==> src/rtl/core/temporal_bandpass_biquad_cascade_top_assert.svh <==
// Assertion macros for the band-pass biquad cascade.
// Depends on a clock named clk and an active-low reset named rst_n in scope.
`ifndef TEMPORAL_BANDPASS_BIQUAD_CASCADE_TOP_ASSERT_SVH
`define TEMPORAL_BANDPASS_BIQUAD_CASCADE_TOP_ASSERT_SVH
`ifndef ASSERT_OFF
`define TBBC_ASSERT_IMP(lbl, a, b) \
    lbl: assert property (@(posedge clk) disable iff (!rst_n) (a) |-> (b)) \
        else $error("tbbc assertion failed");
`define TBBC_ASSERT_NXT(lbl, a, b) \
    lbl: assert property (@(posedge clk) disable iff (!rst_n) (a) |=> (b)) \
        else $error("tbbc assertion failed");
`else
`define TBBC_ASSERT_IMP(lbl, a, b)
`define TBBC_ASSERT_NXT(lbl, a, b)
`endif
`endif

==> src/rtl/core/tbbc_pkg.sv <==
// Shared types, constants and arithmetic helpers of the band-pass cascade.
// No dependencies.
`default_nettype none
package tbbc_pkg;

    localparam int MAX_POSITIONS = 16384;
    localparam int POS_W         = (MAX_POSITIONS > 1) ? $clog2(MAX_POSITIONS) : 1;
    localparam int LIMIT_W       = 15;
    localparam int CFG_IDX_W     = 4;
    localparam int CFG_DATA_W    = 24;
    localparam int PIPE_DEPTH    = 6;
    localparam int FIFO_DEPTH    = 16;
    localparam int FIFO_AW       = $clog2(FIFO_DEPTH);
    localparam int OCC_W         = $clog2(FIFO_DEPTH + 1);
    localparam logic [15:0] MIN_WARMUP = 16'd16;
    localparam logic [15:0] FRAME_MAX  = 16'hFFFF;

    typedef enum logic [CFG_IDX_W-1:0] {
        CFG_HP_GAIN   = 4'd0,
        CFG_HP_A1     = 4'd1,
        CFG_HP_A2     = 4'd2,
        CFG_LP_GAIN   = 4'd3,
        CFG_LP_A1     = 4'd4,
        CFG_LP_A2     = 4'd5,
        CFG_POSITIONS = 4'd6,
        CFG_WARMUP    = 4'd7
    } cfg_reg_t;

    typedef struct packed {
        logic        [13:0] position;
        logic signed [15:0] sample;
    } sample_in_t;

    typedef struct packed {
        logic signed [15:0] filtered_sample;
        logic               ready_res;
        logic               position_error;
    } result_t;

    typedef struct packed {
        logic        [22:0] hp_gain;
        logic signed [23:0] hp_a1;
        logic signed [23:0] hp_a2;
        logic        [22:0] lp_gain;
        logic signed [23:0] lp_a1;
        logic signed [23:0] lp_a2;
    } coef_t;

    typedef struct packed {
        logic signed [31:0] hp_w1;
        logic signed [31:0] hp_w2;
        logic signed [31:0] lp_w1;
        logic signed [31:0] lp_w2;
    } state_word_t;

    typedef struct packed {
        logic             vld;
        logic [POS_W-1:0] pos;
        logic             err;
        logic             rdy;
    } tag_t;

    typedef struct packed {
        logic             we;
        logic [POS_W-1:0] addr;
        state_word_t      data;
    } mem_wr_t;

    // Round a Q.30 product to Q.8 with floor after the half-LSB offset.
    function automatic logic signed [63:0] rnd22(input logic signed [63:0] v);
        rnd22 = (v + 64'sd2097152) >>> 22;
    endfunction

    function automatic logic signed [31:0] sat32(input logic signed [63:0] v);
        if (v > 64'sd2147483647)
            sat32 = 32'sh7FFF_FFFF;
        else if (v < -64'sd2147483648)
            sat32 = 32'sh8000_0000;
        else
            sat32 = v[31:0];
    endfunction

    // Drop the eight fraction bits with rounding and clamp to 16 bits.
    function automatic logic signed [15:0] out16(input logic signed [31:0] y);
        logic signed [32:0] r;
        r = ($signed({y[31], y}) + 33'sd128) >>> 8;
        if (r > 33'sd32767)
            out16 = 16'sh7FFF;
        else if (r < -33'sd32768)
            out16 = 16'sh8000;
        else
            out16 = r[15:0];
    endfunction

endpackage
`default_nettype wire

==> src/rtl/core/tbbc_out_fifo.sv <==
// Result queue between the pipeline and the output channel.
// Depends on tbbc_pkg.
`default_nettype none
module tbbc_out_fifo (
    input  wire logic              clk,
    input  wire logic              rst_n,
    input  wire logic              push,
    input  wire tbbc_pkg::result_t push_data,
    output logic                   valid,
    input  wire logic              stall,
    output tbbc_pkg::result_t      data
);
    tbbc_pkg::result_t entry_reg [tbbc_pkg::FIFO_DEPTH];
    logic [tbbc_pkg::FIFO_AW-1:0] wr_ptr_reg, rd_ptr_reg;
    logic [tbbc_pkg::OCC_W-1:0]   count_reg, count_next;
    logic                         pop;

    assign valid = (count_reg != '0);
    assign pop   = valid && !stall;
    assign data  = entry_reg[rd_ptr_reg];

    always_comb
    begin
        count_next = count_reg;
        if (push && !pop)
            count_next = count_reg + 1'b1;
        else if (pop && !push)
            count_next = count_reg - 1'b1;
    end

    always_ff @(posedge clk or negedge rst_n)
    begin
        if (!rst_n)
        begin
            wr_ptr_reg <= '0;
            rd_ptr_reg <= '0;
            count_reg  <= '0;
        end
        else
        begin
            if (push)
                wr_ptr_reg <= wr_ptr_reg + 1'b1;
            if (pop)
                rd_ptr_reg <= rd_ptr_reg + 1'b1;
            count_reg <= count_next;
        end
    end

    always_ff @(posedge clk)
    begin
        if (push)
            entry_reg[wr_ptr_reg] <= push_data;
    end
endmodule
`default_nettype wire

==> config.mk <==
export PLATFORM = sky130hd
export DESIGN_NAME = tbbc_out_fifo
export DESIGN_NICKNAME = d
export VERILOG_FILES = /design/src/rtl/core/temporal_bandpass_biquad_cascade_top_assert.svh /design/src/rtl/core/tbbc_pkg.sv /design/src/rtl/core/tbbc_out_fifo.sv
export SDC_FILE = /design/constraint.sdc
export NUM_CORES = 1
export LEC_CHECK = 0
export ABC_AREA = 1
export BUFFER_PORTS_ARGS = -buffer_cell sky130_fd_sc_hd__clkbuf_2
export CORE_UTILIZATION = 27
export DETAILED_ROUTE_END_ITERATION = 8
export GPL_TIMING_DRIVEN = 0
export MAX_ROUTING_LAYER = met4
export PLACE_DENSITY_LB_ADDON = 0.08
export SLEW_MARGIN = 20
export SYNTH_ARGS = -nofsm -noshare
export SYNTH_HDL_FRONTEND = slang
export SYNTH_SLANG_ARGS = --single-unit
==> constraint.sdc <==
create_clock -name clk -period 2 [get_ports clk]
set_clock_uncertainty 0.05 [all_clocks]
set_input_delay 0.4 -clock clk [delete_from_list [all_inputs] [get_ports clk]]
set_output_delay 0.4 -clock clk [all_outputs]
set_load 0.01 [all_outputs]
==> implementation parameters <==
Parameter                              Value

Route
  Via-per-instance ratio    4.305
  Drt pass-1 iters    7
  Wire length per cell    19.79 microns
  Count of vias placed by the detailed router    8,563
  DRC violation count after routing    11
  Count of nets left with antenna violations after detail routing    0
  Drt initial violations    618
  Aggregate routed wire length    39,370 microns

Global routing
  Global-route wire length before repair    56,090 microns
  Maximum number of pins on one net before global-route repair    19
  GRT Resource Usage Total    16.96%
  Antenna violations before repair    0
  Number of global-route vias before repair    8,367
  Global-route congestion overflow total    0

Final layout
  Post-route core utilization    36.10%
  Final net count    1,388
  Combined flip-flop and latch cell area    8977 sq um
  Largest register FFs    288
  Fill cell total of the finished layout    4,639
  Area growth syn-to-layout    31.38%
  N_diodes    0
  Area of the multi-input gates    3730 sq um
  Share of cells above drive strength 1    24.60%

Power and ir drop
  Leakage power    6.776 nW
  Total power draw    25.81 mW
  Power density of the placed cells    1533 nW/um^2
  Peak ir drop on the vdd network    592.1 uV

Placement
  Placed wire-length estimate after detailed placement    24,530 microns
  Dpl ws    -0.5477 ns
  Weighted congestion reported at the end of routability-driven placement    0.7603
  Port Buffers    40

Setup path
  Critical Setup Path Class    reg2out
  Critical path's slowest cell    sky130_fd_sc_hd__dfrtp_2
  Worst r2r dst    count_reg[4]
  R2R Setup Slk    -0.07 ns
  Worst setup path endpoint    data[7]
  Worst path top cell family by delay    buffers and inverters
  Number of buffer and inverter stages on the critical path    4
  Length in cells of the worst reg-to-reg path    13
  Critical Path Fanout Max    7
  Source of the worst register-to-register timing path    count_reg[2]
  Number of logic stages on the critical path including buffering    9
  Critical path cell sequence    buf_12 > buf_12 > clkbuf_16 > nor2_2 > nor2_1 > nor2_2 > nand2_2 > nand2_2 > buf_6
  Arrival @ worst endpoint    2.07 ns
  Type of origin of the critical path    register
  Biggest cell delay along the critical path    0.46 ns
  Type of destination of the critical path    output pin
  Crit path launch    rd_ptr_reg[0]
  Worst Path Required    1.55 ns

Clock network
  Buffer cell driving the clock tree root    sky130_fd_sc_hd__clkbuf_16
  Post-CTS clock slew at the launch and capture registers of the worst setup and hold paths    0.06 ns
  Clock buffer depth    3
  Clk Latency, worst-skew pair    0.54 ns
  TritonCTS clock tree    yes
  H-tree depth    2
  Sink count of the clock tree    301
  Number of buffers inserted during clock tree synthesis    37

Run status
  Violations in the final reports    DRC, setup timing
  Outcome    complete, but fails checks

Die
  Num rows    79
  Die footprint    48,350 sq um
  Ports placed on the boundary    41
  Horiz. Die Dim    219.9 microns
  Initial standard-cell utilization of the core    27.48%
  Area of the core    46,650 sq um
  Die Y    219.9 microns

Synth
  Register bit total from synthesis    301
  Synth cell count leaders    sky130_fd_sc_hd__nand2_1, sky130_fd_sc_hd__edfxtp_1, sky130_fd_sc_hd__nor2_1
  Combined area of all synthesized cells    12,820 sq um
  Most frequent cell after synthesis    sky130_fd_sc_hd__nand2_1
  Mean post-synth cell area    10.41 sq um
  Proportion of synthesized chip area in sequential cells    70.00%
  Synth top area share    67.47%
  Post-synthesis cell type with the largest combined area    sky130_fd_sc_hd__edfxtp_1
  Share of flip-flops with an asynchronous set or reset    4.319%
  Number of synthesized flops with an enable pin    288
  Synthesis Warnings    0
  Number of different library cells in the post-synthesis netlist    20
  Synth top area cells    sky130_fd_sc_hd__edfxtp_1, sky130_fd_sc_hd__nand2_1, sky130_fd_sc_hd__nand3_1
  Cell count after synthesis    1,231
  Synthesized Nets    1,263
  Most used DFF post-synth    sky130_fd_sc_hd__edfxtp_1

Timing
  Final setup margin    -0.5226 ns
  Final hold vios    0
  Min cycle time layout    2.523 ns
  Fmax    396.4 MHz
  Number of setup violations in the final report    19
  Share of the clock period used by the worst path after layout    126.1%
  Setup_tns    -8.989 ns
  Transition time at the pin with the least slew margin    0.7055 ns
  Number of pins with negative max-slew slack in the final report    0
  RSZ-0062 raised after global routing    true
  Remaining max-slew budget at the tightest pin    52.86%

Hold path
  Hold/Removal Path Class    in2reg

Run
  MaxCap Viol Count    0
cell families (layout without fill, tap and decap cells):
family                   Yosys count  after routing  synth area share [%]
AND/OR/NAND/NOR                  730            730                 22.63
flip-flops                       301            301                 70.00
buffers and inverters            179            330                 5.720
adder cells (fa/ha/maj)           10             10                 1.035
XOR/XNOR                           6              6                0.4100
AO/OA/AOI/OAI                      5              5                0.2050
power by group:
group	switching, mW	internal (mW)
Sequential	0.259	7.64
Combinational	6.73	4.38
Clock	2.61	4.19
Total	9.61	16.2
worst min-delay path by stage:
stage / from / end / slack [ns] / depth (start not counted)
floorplan: rst_n / count_reg[0] / 0.05 / 0
global placement: rst_n / count_reg[2] / 0.34 / 1
detailed placement: rst_n / count_reg[2] / 0.33 / 1
CTS: stall / rd_ptr_reg[1] / 0.15 / 4
global route: stall / rd_ptr_reg[3] / 0.18 / 4
finish: stall / rd_ptr_reg[1] / 0.17 / 4
repair_timing:
item,CTS,global route
hold endpoints to repair,13,0
hold buffers,1,0
pin swaps,38,111
resized for setup,148,168
setup endpoints to repair,107,129
buffers inserted,21,7
gates cloned,4,8
per-layer routing:
layer	routed length, microns	vias up	GRT usage (%)	share of wire, %
li1	-	4247	-	-
met1	18850	4108	22.52	48
met2	18010	155	26.28	46
met3	1406	53	2.333	3.6
met4	1105	0	6.368	2.8
met5	0	-	-	0
through the flow:
step | hold WS (ns) | area, sq um | std cells
finish | 0.1731 | 16840 | 1989
global route | 0.1841 | 16840 | 1989
CTS | 0.1486 | 16000 | 1975
detailed placement | 0.3271 | 14040 | 1884
global placement | 0.3435 | 13800 | 1878
floorplan | 0.05441 | 12840 | 1231
cell type report:
| type | instances | area share [%] |
|---|---|---|
| flip-flops and latches | 301 | 53.31 |
| multi-input cells | 751 | 22.15 |
| repair buffers | 86 | 6.152 |
| clock buffers | 49 | 6.003 |
| well taps | 607 | 4.510 |
| plain buffers | 51 | 3.715 |
| inverters | 127 | 2.927 |
| clock inverters | 16 | 1.211 |
| repair inverters | 1 | 0.02972 |
worst min-delay path, delay by kind of cell:
kind / cells / cell delay [ns]
buffers and inverters: 2 / 0.18
AND/OR/NAND/NOR: 2 / 0.15
placed cells by master (no fill, tap or decap), types with 6 or more instances in the layout:
| cell type | n |
|---|---|
| sky130_fd_sc_hd__nor2_2 | 40 |
| sky130_fd_sc_hd__nand2_2 | 43 |
| sky130_fd_sc_hd__inv_1 | 122 |
| sky130_fd_sc_hd__clkbuf_8 | 6 |
| sky130_fd_sc_hd__buf_4 | 30 |
| sky130_fd_sc_hd__clkbuf_1 | 9 |
| sky130_fd_sc_hd__nand3_1 | 101 |
| sky130_fd_sc_hd__nand3_2 | 14 |
| sky130_fd_sc_hd__clkbuf_16 | 45 |
| sky130_fd_sc_hd__nand2_1 | 436 |
| sky130_fd_sc_hd__buf_2 | 6 |
| sky130_fd_sc_hd__nor2_4 | 36 |
| sky130_fd_sc_hd__clkbuf_2 | 26 |
| sky130_fd_sc_hd__edfxtp_1 | 288 |
| sky130_fd_sc_hd__dfrtp_1 | 10 |
| sky130_fd_sc_hd__nor2_1 | 51 |
| sky130_fd_sc_hd__buf_6 | 25 |
| sky130_fd_sc_hd__buf_12 | 27 |
| sky130_fd_sc_hd__clkinv_2 | 9 |
| sky130_fd_sc_hd__ha_1 | 7 |
No activity file was read; power rests on OpenSTA's default activity.
